[src/rhsv_pkg.sv]
// Shared types and constants for the RGB to HSV pixel converter.
`timescale 1ns / 1ps
package rhsv_pkg;
   localparam int PIX_W          = 8;
   localparam int HUE_W          = 9;
   localparam int SAT_W          = 16;
   localparam int HUE_NUM_W      = 17;
   localparam int NUM_W          = 24;
   localparam int DIV_STAGES_DEF = 4;
   localparam int HUE_SEXTANT    = 60;
   localparam int HUE_FULL       = 360;

   typedef struct packed {
      logic [PIX_W-1:0] blue;
      logic [PIX_W-1:0] green;
      logic [PIX_W-1:0] red;
   } req_type;

   typedef struct packed {
      logic [HUE_W-1:0] hue_degrees;
      logic [SAT_W-1:0] saturation_frac;
      logic [PIX_W-1:0] value_level;
   } rsp_type;

   typedef struct packed {
      logic [PIX_W-1:0] rem;
      logic [NUM_W-1:0] work;
      logic [PIX_W-1:0] divisor;
   } div_lane_type;

   typedef struct packed {
      logic             valid;
      logic             gray;
      logic             hue_neg;
      logic [PIX_W-1:0] value;
      div_lane_type     sat;
      div_lane_type     hue;
   } stage_type;
endpackage

[src/rgb_to_hsv_pixel_converter_unit.sv]
// RGB to HSV pixel converter top level.
// Each result passes the front register, the divider stage registers and the result register in order.
// Throughput: one pixel per cycle while busy is low; busy is a registered copy of reset.
// Depth is set by the pipelined restoring dividers, NUM_W / DIV_STAGES steps per stage.
// Reset clears all valid bits; transactions in flight are dropped; results cannot stall.
`timescale 1ns / 1ps
module rgb_to_hsv_pixel_converter_unit #(
   parameter int DIV_STAGES = rhsv_pkg::DIV_STAGES_DEF
) (
   input  logic              clock,
   input  logic              reset,
   input  logic              start,
   output logic              busy,
   input  rhsv_pkg::req_type req_data,
   output logic              rsp_valid,
   output rhsv_pkg::rsp_type rsp_data
);
   import rhsv_pkg::*;

   logic      busy_ff;
   logic      busy_in;
   logic      accept;
   stage_type link [DIV_STAGES+1];

   assign busy_in = reset;
   assign accept  = start && !busy_ff;

   always_ff @(posedge clock) begin
      busy_ff <= busy_in;
   end

   assign busy = busy_ff;

   rhsv_front u_front (
      .clock     (clock),
      .reset     (reset),
      .accept    (accept),
      .req_data  (req_data),
      .stage_out (link[0])
   );

   for (genvar s = 0; s < DIV_STAGES; s++) begin : g_div
      rhsv_div_step #(
         .DIV_STAGES (DIV_STAGES)
      ) u_div_step (
         .clock      (clock),
         .reset      (reset),
         .stage_prev (link[s]),
         .stage_out  (link[s+1])
      );
   end

   rhsv_back u_back (
      .clock      (clock),
      .reset      (reset),
      .stage_prev (link[DIV_STAGES]),
      .rsp_valid  (rsp_valid),
      .rsp_data   (rsp_data)
   );

   a_rsp_follows_accept: assert property (@(posedge clock) disable iff (reset)
      rsp_valid |-> $past(accept, DIV_STAGES + 2))
      else $error("result strobe without matching accepted transaction");

   a_accept_gives_rsp: assert property (@(posedge clock) disable iff (reset)
      accept |-> ##(DIV_STAGES + 2) (rsp_valid || $past(reset, 1) || $past(reset, 2)
         || $past(reset, 3) || $past(reset, DIV_STAGES + 1) || $past(reset, DIV_STAGES + 2)
         || $past(reset, DIV_STAGES) || $past(reset, 4)))
      else $error("accepted transaction produced no result");

   a_hue_range: assert property (@(posedge clock) disable iff (reset)
      rsp_valid |-> (rsp_data.hue_degrees < HUE_W'(HUE_FULL)))
      else $error("hue out of range");

   a_gray_hue: assert property (@(posedge clock) disable iff (reset)
      (rsp_valid && (rsp_data.saturation_frac == '0)) |-> (rsp_data.hue_degrees == '0))
      else $error("gray pixel with nonzero hue");
endmodule

[src/rhsv_front.sv]
// Front stage: max, min, delta, hue sector and division operands.
`timescale 1ns / 1ps
module rhsv_front (
   input  logic              clock,
   input  logic              reset,
   input  logic              accept,
   input  rhsv_pkg::req_type req_data,
   output rhsv_pkg::stage_type stage_out
);
   import rhsv_pkg::*;

   stage_type stage_in;
   stage_type stage_ff;

   always_comb begin
      logic [PIX_W-1:0]     r;
      logic [PIX_W-1:0]     g;
      logic [PIX_W-1:0]     b;
      logic [PIX_W-1:0]     mx;
      logic [PIX_W-1:0]     mn;
      logic [PIX_W-1:0]     d;
      logic [10:0]          term;
      logic [HUE_NUM_W-1:0] hue_num;
      logic                 neg;
      r = req_data.red;
      g = req_data.green;
      b = req_data.blue;
      mx = (r > g) ? r : g;
      mx = (mx > b) ? mx : b;
      mn = (r < g) ? r : g;
      mn = (mn < b) ? mn : b;
      d  = mx - mn;
      neg = 1'b0;
      if (r == mx) begin
         neg  = (g < b);
         term = neg ? ({3'b0, b} - {3'b0, g}) : ({3'b0, g} - {3'b0, b});
      end else if (g == mx) begin
         term = {3'b0, b} + {2'b0, d, 1'b0} - {3'b0, r};
      end else begin
         term = {3'b0, r} + {1'b0, d, 2'b0} - {3'b0, g};
      end
      hue_num = {6'b0, term} * HUE_NUM_W'(HUE_SEXTANT);

      stage_in.valid       = accept;
      stage_in.gray        = (d == '0);
      stage_in.hue_neg     = neg;
      stage_in.value       = mx;
      stage_in.sat.rem     = '0;
      stage_in.sat.work    = {d, 16'b0} - {16'b0, d};
      stage_in.sat.divisor = mx;
      stage_in.hue.rem     = '0;
      stage_in.hue.work    = NUM_W'(hue_num);
      stage_in.hue.divisor = d;
   end

   always_ff @(posedge clock) begin
      if (reset) begin
         stage_ff.valid <= 1'b0;
      end else begin
         stage_ff <= stage_in;
      end
   end

   assign stage_out = stage_ff;
endmodule

[src/rhsv_div_step.sv]
// Divider pipeline stage: several restoring steps on the saturation and hue lanes.
`timescale 1ns / 1ps
module rhsv_div_step #(
   parameter int DIV_STAGES = rhsv_pkg::DIV_STAGES_DEF
) (
   input  logic                clock,
   input  logic                reset,
   input  rhsv_pkg::stage_type stage_prev,
   output rhsv_pkg::stage_type stage_out
);
   import rhsv_pkg::*;

   localparam int STEPS = NUM_W / DIV_STAGES;

   stage_type stage_in;
   stage_type stage_ff;

   function automatic div_lane_type lane_advance(input div_lane_type lane);
      div_lane_type     l;
      logic [PIX_W:0]   rem_ext;
      l = lane;
      for (int i = 0; i < STEPS; i++) begin
         rem_ext = {l.rem, l.work[NUM_W-1]};
         l.work  = {l.work[NUM_W-2:0], 1'b0};
         if (rem_ext >= {1'b0, l.divisor}) begin
            rem_ext   = rem_ext - {1'b0, l.divisor};
            l.work[0] = 1'b1;
         end
         l.rem = rem_ext[PIX_W-1:0];
      end
      return l;
   endfunction

   always_comb begin
      stage_in     = stage_prev;
      stage_in.sat = lane_advance(stage_prev.sat);
      stage_in.hue = lane_advance(stage_prev.hue);
   end

   always_ff @(posedge clock) begin
      if (reset) begin
         stage_ff.valid <= 1'b0;
      end else begin
         stage_ff <= stage_in;
      end
   end

   assign stage_out = stage_ff;
endmodule

[src/rhsv_back.sv]
// Back stage: hue wrap, gray override and result register.
`timescale 1ns / 1ps
module rhsv_back (
   input  logic                clock,
   input  logic                reset,
   input  rhsv_pkg::stage_type stage_prev,
   output logic                rsp_valid,
   output rhsv_pkg::rsp_type   rsp_data
);
   import rhsv_pkg::*;

   logic    rsp_valid_ff;
   logic    rsp_valid_in;
   rsp_type rsp_ff;
   rsp_type rsp_in;

   always_comb begin
      logic [HUE_W-1:0] q;
      q = stage_prev.hue.work[HUE_W-1:0];
      rsp_valid_in = stage_prev.valid;
      rsp_in.value_level = stage_prev.value;
      if (stage_prev.gray) begin
         rsp_in.hue_degrees     = '0;
         rsp_in.saturation_frac = '0;
      end else begin
         rsp_in.saturation_frac = stage_prev.sat.work[SAT_W-1:0];
         if (stage_prev.hue_neg && (q != '0)) begin
            rsp_in.hue_degrees = HUE_W'(HUE_FULL) - q;
         end else begin
            rsp_in.hue_degrees = q;
         end
      end
   end

   always_ff @(posedge clock) begin
      if (reset) begin
         rsp_valid_ff <= 1'b0;
      end else begin
         rsp_valid_ff <= rsp_valid_in;
      end
   end

   always_ff @(posedge clock) begin
      rsp_ff <= rsp_in;
   end

   assign rsp_valid = rsp_valid_ff;
   assign rsp_data  = rsp_ff;
endmodule

[config.mk]
export PLATFORM = sky130hd
export DESIGN_NAME = rgb_to_hsv_pixel_converter_unit
export DESIGN_NICKNAME = d
export VERILOG_FILES = /design/src/rhsv_pkg.sv /design/src/rgb_to_hsv_pixel_converter_unit.sv /design/src/rhsv_front.sv /design/src/rhsv_div_step.sv /design/src/rhsv_back.sv
export SDC_FILE = /design/constraint.sdc
export NUM_CORES = 1
export LEC_CHECK = 0
export CORE_UTILIZATION = 50
export CTS_BUF_LIST = sky130_fd_sc_hd__clkbuf_8 sky130_fd_sc_hd__clkbuf_16
export CTS_CLUSTER_DIAMETER = 80
export CTS_CLUSTER_SIZE = 20
export DETAILED_ROUTE_END_ITERATION = 10
export DONT_BUFFER_PORTS = 1
export MAX_ROUTING_LAYER = met4
export SYNTH_ARGS = -nofsm -noshare
export SYNTH_HDL_FRONTEND = slang
export SYNTH_HIERARCHICAL = 1
export SYNTH_SLANG_ARGS = --single-unit
[constraint.sdc]
create_clock -name clock -period 15.8 [get_ports clock]
set_input_delay 2.37 -clock clock [delete_from_list [all_inputs] [get_ports clock]]
set_output_delay 2.37 -clock clock [all_outputs]
set_load 0.02 [all_outputs]
# After elaboration in Yosys (flattened, before gate mapping)
# Cells that the tools add are included.
# word_totals
reg_bits,371
in_bits,27
elab_cells,264
# classes
add_sub_neg,55
mul,1
order_cmp,53
n_eq_ne,2
muxes,102
reduce_logical,5
# ops
cell,count
9-bit by 8-bit greater-or-equal comparator with 1-bit output,46
8-bit two-way mux,50
8-bit subtractor,45
1-bit two-way mux,48
11-bit two-way mux,3
8-bit less-than comparator,3
24-bit by 8-bit subtractor with 24-bit output,1
11-bit by 8-bit subtractor with 11-bit output,2
8-bit by 8-bit subtractor with 9-bit output,2
8-bit == test,2
8-bit > comparator,2
"11-bit by 4-bit multiplier with 15-bit output, second input constant",1
8-bit by 10-bit adder with 11-bit output,1
8-bit by 9-bit adder with 10-bit output,1
9-bit two-way mux,1
9-bit nonzero test,1
"9-bit subtractor, first input constant",1
1-bit by 8-bit greater-or-equal comparator with 1-bit output,1
"1-bit by 8-bit greater-or-equal comparator with 1-bit output, first input constant",1
8-bit logical NOT,1
1-bit by 8-bit subtractor with 8-bit output,1
"1-bit by 8-bit subtractor with 8-bit output, first input constant",1
1-bit logical AND,2
1-bit logical NOT,1

# Depth between registers and ports, before layout
# Gate-level depths: netlist of the first run.
# logic_depth
word_depth,12
ltp_mapped,66
ltp_nobuf,64

# By module
# The synthesis of the first run kept the hierarchy.
# modules_own_cells
mod,instances,cells_each,area_per_inst_um2
rhsv_div_step (g_div[0].u_div_step ...),2,867,8468.1
rhsv_div_step (g_div[1].u_div_step ...),2,817,8212.9
rhsv_front,1,738,7039.3
rhsv_back,1,94,1083.5
rgb_to_hsv_pixel_converter_unit,1,2,33.8

# Worst setup path after synthesis of the first run
# OpenSTA, ideal clock, no wires.
# synth_path
path_type,reg2reg
start,"register g_div[0].u_div_step.stage_ff, in the netlist g_div[0].u_div_step/stage_out[41]"
end,"register g_div[1].u_div_step.stage_ff, in the netlist g_div[1].u_div_step/stage_out[78] (data pin)"
setup_time_ps,261
arrival_time_ps,12957
required_ps,15539
setup_slack_ps,2582
stages_incl_launch_ff,62
path_buffers,5
period_less_slack_ps,13218
path_cell_list,edfxtp_1 > inv_1 > ha_1 > nor2b_1 > o21ai_2 > a31o_1 > and2_1 > buf_4 > inv_4 > mux2_2 > ha_1 > and3_1 > o21ai_1 > nand3_1 > a311oi_1 > o211a_4 > inv_2 > buf_2 > [... 26 more ...] > a31oi_1 > o21ai_0 > a221oi_4 > nand2_1 > buf_2 > a21oi_1 > ha_1 > a21o_1 > a21o_1 > a21o_1 > a21o_1 > a211oi_1 > o21a_1 > nand2_1 > a21oi_2 > nor2b_4 > buf_6 > a221o_1
# synth_lines
element,line_no,text
from (decl),rhsv_div_step.sv:16,stage_type stage_ff;
from (signal assigned),rhsv_div_step.sv:44,stage_ff <= stage_in;
to (signal assigned),rhsv_div_step.sv:44,
to (decl),rhsv_div_step.sv:16,

==> results_dict.tcl, run 1 <==
set metrics [dict create \
    finalMaxSlewViolations 0 \
    fin_setup_tns_ps 0 \
    worst_setup_path_start_kind "flop" \
    setup_viol 0 \
    dpl.hpwl_um 75940 \
    via_per_inst 5.803 \
    drt_iter0_drc 1684 \
    diodes 0 \
    hold_buffers 0 \
    maxCapViolations 0 \
    drc 0 \
    cp.arrival_ps 15230 \
    core_mm2 0.07457 \
    start_util_pct 50.60 \
    drive_above_1_share_pct 8.683 \
    crit_path_top_delay_cell "edfxtp_1" \
    wl_per_cell_um 18.89 \
    critPathCaptureType "flop" \
    area_growth_pct 5.279 \
    avgSynthCellArea_um2 9.365 \
    syn_inst 4029 \
    ant_nets 0 \
    routed-via-count 29150 \
    root_buffer "clkbuf_16" \
    numCtsBuffers 29 \
    post_cts_buffers 0 \
    nets 4615 \
    netlist_area_mm2 0.03773 \
    grt_max_degree 71 \
    post-route-period-util_pct 94.21 \
    clock.fmax_ghz 0.06718 \
    ios 62 \
    crit_required_ps 16140 \
    yosys_warnings 6 \
    critPathLaunch "g_div[0].u_div_step/stage_out[41]" \
    rows 100 \
    hp-class "flop to flop" \
    outcome "complete, no violations" \
    r2r_start "g_div[0].u_div_step/stage_out[41]" \
    die_area_mm2 0.07656 \
    place.gp.congestion 0.9462 \
    critPathKind "flop to flop" \
    grt_pass1_vias 28080 \
    clk_pin_slew_worst_paths_ps 80 \
    grt_setup_unrepaired "false" \
    cts_tree "built" \
    cts.htree.levels 1 \
    max_stage_delay_ps 590 \
    relSlewSlack_pct 36.66 \
    cp_max_fo 13 \
    die_h_um 276.7 \
    clkLatencyLatePin_ps 590 \
    tightest_slew_ps 950.1 \
    clock-skew-final_ps 21.09 \
    fin_crit_ps 14880 \
    cts.sinks 345 \
    antenna_found_initial 2 \
    hold_start "g_div[3].u_div_step/stage_out[83]" \
    track_usage_pct 25.16 \
    overflow 0 \
    drt_pass1_iterations 5 \
    hold_viol 0 \
    clockBufferDepth 3 \
    die_w_um 276.7 \
    routed_wirelength_um 94890 \
    portBuffers 0 \
    grt_pass1_wl_um 151900 \
]
==> worst max-delay path, delay by kind of cell (launching register included) <==
kind / cells / cell delay (ps)
muxes: 5 / 1620
and+or+nand+nor: 11 / 2260
DFF: 1 / 590
adders and majority gates: 6 / 1910
AOI/OAI and AO/OA: 30 / 7160
buffers and inverters: 6 / 1060
==> sequential cells by signal (all words and copies together) (netlist names) <==
name and cells:
busy 1, u_back/rsp_data 33, u_back/rsp_valid 1, u_front/stage_out 56, g_div.u_div_step/stage_out 254
==> per-stage QoR <==
| stage | area (um^2) | utilization [%] | hold WS (ps) | cells | setup slack (ps) |
|---|---|---|---|---|---|
| floorplan | 37820 | - | 323.3 | 4053 | 2591 |
| global placement | 38740 | 51.95 | 324.6 | 4971 | 857.2 |
| detailed placement | 38740 | 51.95 | 331.3 | 4971 | 980.5 |
| CTS | 39710 | 53.25 | 349.3 | 5023 | 845.7 |
| global route | 39720 | 53.27 | 366.4 | 5023 | 37.22 |
| finish | 39720 | 53.27 | 346.3 | 5023 | 915.3 |
==> layout make-up <==
| class | instances | area (um^2) |
|---|---|---|
| fillers | 6895 | 34850 |
| multi-input cells | 3210 | 25760 |
| flip-flops and latches | 345 | 9960 |
| inverters | 418 | 1603 |
| well taps | 969 | 1212 |
| clock buffers | 29 | 725.7 |
| clock inverters | 23 | 244.0 |
| repair buffers | 29 | 217.7 |
==> layout by cell type (no fill, tap or decap), types with 21 or more instances in the layout <==
cell type	instances
fa_1	84
nor2b_1	134
xor2_1	79
dfxtp_1	40
mux2i_1	137
o31ai_1	22
nand2_1	237
a211oi_1	29
o21a_1	63
ha_1	471
and3_1	34
mux2_2	94
inv_1	397
a21oi_1	213
o21bai_1	21
nor2_1	258
nand4_1	47
o211ai_1	30
a21o_1	109
nor3_1	59
xnor2_1	199
nand2b_1	57
buf_4	29
clkbuf_16	29
edfxtp_1	305
conb_1	25
a31oi_1	36
o21ai_0	239
nand3_1	88
==> metal layers <==
metal  vias to the layer above  GRT usage, %  wire [um]
met4                         0         5.869       2159
li1                      14680             -          -
met5                         -             -          0
met3                       115         1.949       3586
met1                     13750         34.50      46180
met2                       600         40.44      42960
==> final timing paths <==
kind,endpoint,slack (ps),cells after the start
max,g_div[1].u_div_step/stage_out[79],920,58
min,u_back/rsp_data[3],350,0
max reg2reg,g_div[1].u_div_step/stage_out[79],920,58
min reg2reg,u_back/rsp_data[3],350,0
==> repair_timing <==
| action | 4_1_cts | 5_1_grt |
|---|---|---|
| gates resized for setup | 0 | 4 |
| hold endpoints to repair | 0 | 0 |
| setup endpoints to repair | 0 | 17 |
Power of run 1 is not shown: default switching activity piles up to over one toggle a cycle in this logic, so the estimate is an artifact.
==> inputs of run 2 (changes only) <==
--- a/config.mk
+++ b/config.mk
@@ -5,13 +5,12 @@
 export SDC_FILE = /design/constraint.sdc
 export NUM_CORES = 1
 export LEC_CHECK = 0
-export CORE_UTILIZATION = 50
+export CORE_UTILIZATION = 42
 export CTS_BUF_LIST = sky130_fd_sc_hd__clkbuf_8 sky130_fd_sc_hd__clkbuf_16
 export CTS_CLUSTER_DIAMETER = 80
 export CTS_CLUSTER_SIZE = 20
 export DETAILED_ROUTE_END_ITERATION = 10
 export DONT_BUFFER_PORTS = 1
-export MAX_ROUTING_LAYER = met4
 export SYNTH_ARGS = -nofsm -noshare
 export SYNTH_HDL_FRONTEND = slang
 export SYNTH_HIERARCHICAL = 1
==> run 2 against run 1 <==
  * The run now ends with DRC left
  * Cell count is 3.7% higher
  * Worst setup slack better by 240 ps
  * Critical path depth fell by 1
  * Utilization decreased by 8.3 points
  * Worst hold slack got worse by 3.8 ps
  * Global-route usage down 4.7 points
  * Register-to-register slack improved by 240 ps
  * Clock skew rose by 25 ps
==> results_dict.tcl, run 2 (same netlist as run 1, synthesis figures left out) <==
set metrics [dict create \
    antenna_found_initial 0 \
    start_util_pct 42.56 \
    hold_buffers 0 \
    routed.top_layer "met4" \
    maxCapViolations 0 \
    area_growth_pct 5.721 \
    tightest_slew_ps 995.1 \
    routed-via-count 29360 \
    cts_tree "built" \
    hp-class "flop to flop" \
    layout_common_cells "471 x ha_1, 396 x inv_1, 305 x edfxtp_1, 258 x nor2_1, 239 x o21ai_0" \
    post-place-ws_ps 343.8 \
    outcome "finished with violations" \
    dpl.hpwl_um 74290 \
    crit_path_top_delay_cell "edfxtp_1" \
    largest_reg_flops 254 \
    diodes 0 \
    max_stage_delay_ps 570 \
    grt_pass1_vias 28080 \
    wl_per_cell_um 18.11 \
    routed_wirelength_um 94330 \
    cts.htree.levels 1 \
    drive_above_1_share_pct 8.459 \
    drt_pass1_iterations 10 \
    clock-skew-final_ps 46.15 \
    die_area_mm2 0.09104 \
    place.gp.congestion 0.9266 \
    critPathKind "flop to flop" \
    via_per_inst 5.638 \
    cp.arrival_ps 15020 \
    clockBufferDepth 3 \
    numCtsBuffers 28 \
    drc 5 \
    cp_top_family "compound AO/OA/AOI/OAI gates" \
    wl_met3_um 4579 \
    crit_required_ps 16180 \
    clk_pin_slew_worst_paths_ps 80 \
    clkLatencyLatePin_ps 630 \
    grt_pass1_wl_um 150700 \
    fin_setup_tns_ps 0 \
    relSlewSlack_pct 33.22 \
    die_w_um 301.7 \
    post-route-period-util_pct 92.68 \
    grt_max_degree 71 \
    grt_setup_unrepaired "true" \
    final_common_cell "ha_1" \
    cts.sinks 345 \
    nets 4605 \
    ant_nets 0 \
    crit_buf_inv 5 \
    ios 62 \
    wl_met1_um 45790 \
    dr_wl_met2_um 42210 \
    setup_viol 0 \
    fin_crit_ps 14640 \
    core_mm2 0.08865 \
    portBuffers 0 \
    critPathCaptureType "flop" \
    drt_iter0_drc 1863 \
    overflow 0 \
    setup_slack_ps 1157 \
    hold_viol 0 \
    rows 109 \
    cp_max_fo 13 \
    track_usage_pct 20.45 \
    clock.fmax_ghz 0.06829 \
    root_buffer "clkbuf_16" \
    finalMaxSlewViolations 0 \
    die_h_um 301.7 \
    whs_ps 342.5 \
    failed_checks "DRC" \
    worst_setup_path_start_kind "flop" \
]
-- run 2: through the flow --
stage / util [%] / std cells / instance area, um^2
6_report: 45.00 / 5208 / 39890
4_1_cts: 44.94 / 5207 / 39840
5_1_grt: 45.00 / 5208 / 39890
3_3_place_gp: 43.90 / 5157 / 38910
3_5_place_dp: 43.90 / 5157 / 38910
2_1_floorplan: - / 4053 / 37820
-- run 2: per-layer routing --
layer / track usage, % / vias to the layer above
met5: 0 / -
met3: 1.859 / 108
met4: 4.654 / 0
li1: - / 14690
met2: 33.10 / 694
met1: 29.41 / 13880
-- run 2: timing repair --
action | CTS | global route
gates resized for setup | 0 | 11
endpoints found under the hold margin | 0 | 0
buffers inserted | 0 | 1
endpoints found under the setup margin | 0 | 27
-- run 2: layout make-up --
cell class | instances | area (um^2)
Clock buffer | 28 | 700.7
Clock inverter | 22 | 222.7
Fill cell | 8493 | 48760
Inverter | 418 | 1603
Multi-Input combinational cell | 3210 | 25790
Sequential cell | 345 | 9960
Tap cell | 1165 | 1458
Timing Repair Buffer | 20 | 150.1
-- run 2: path summary, 6_finish.rpt --
check | to | slack [ps] | startpoint | cells after the start
worst max-delay path | g_div[1].u_div_step/stage_out[78] | 1160 | g_div[0].u_div_step/stage_out[41] | 57
worst min-delay path | u_back/rsp_data[2] | 340 | g_div[3].u_div_step/stage_out[82] | 0
worst max register to register | g_div[1].u_div_step/stage_out[78] | 1160 | g_div[0].u_div_step/stage_out[41] | 57
worst min register to register | u_back/rsp_data[2] | 340 | g_div[3].u_div_step/stage_out[82] | 0
Power of run 2 is left out for the same reason.
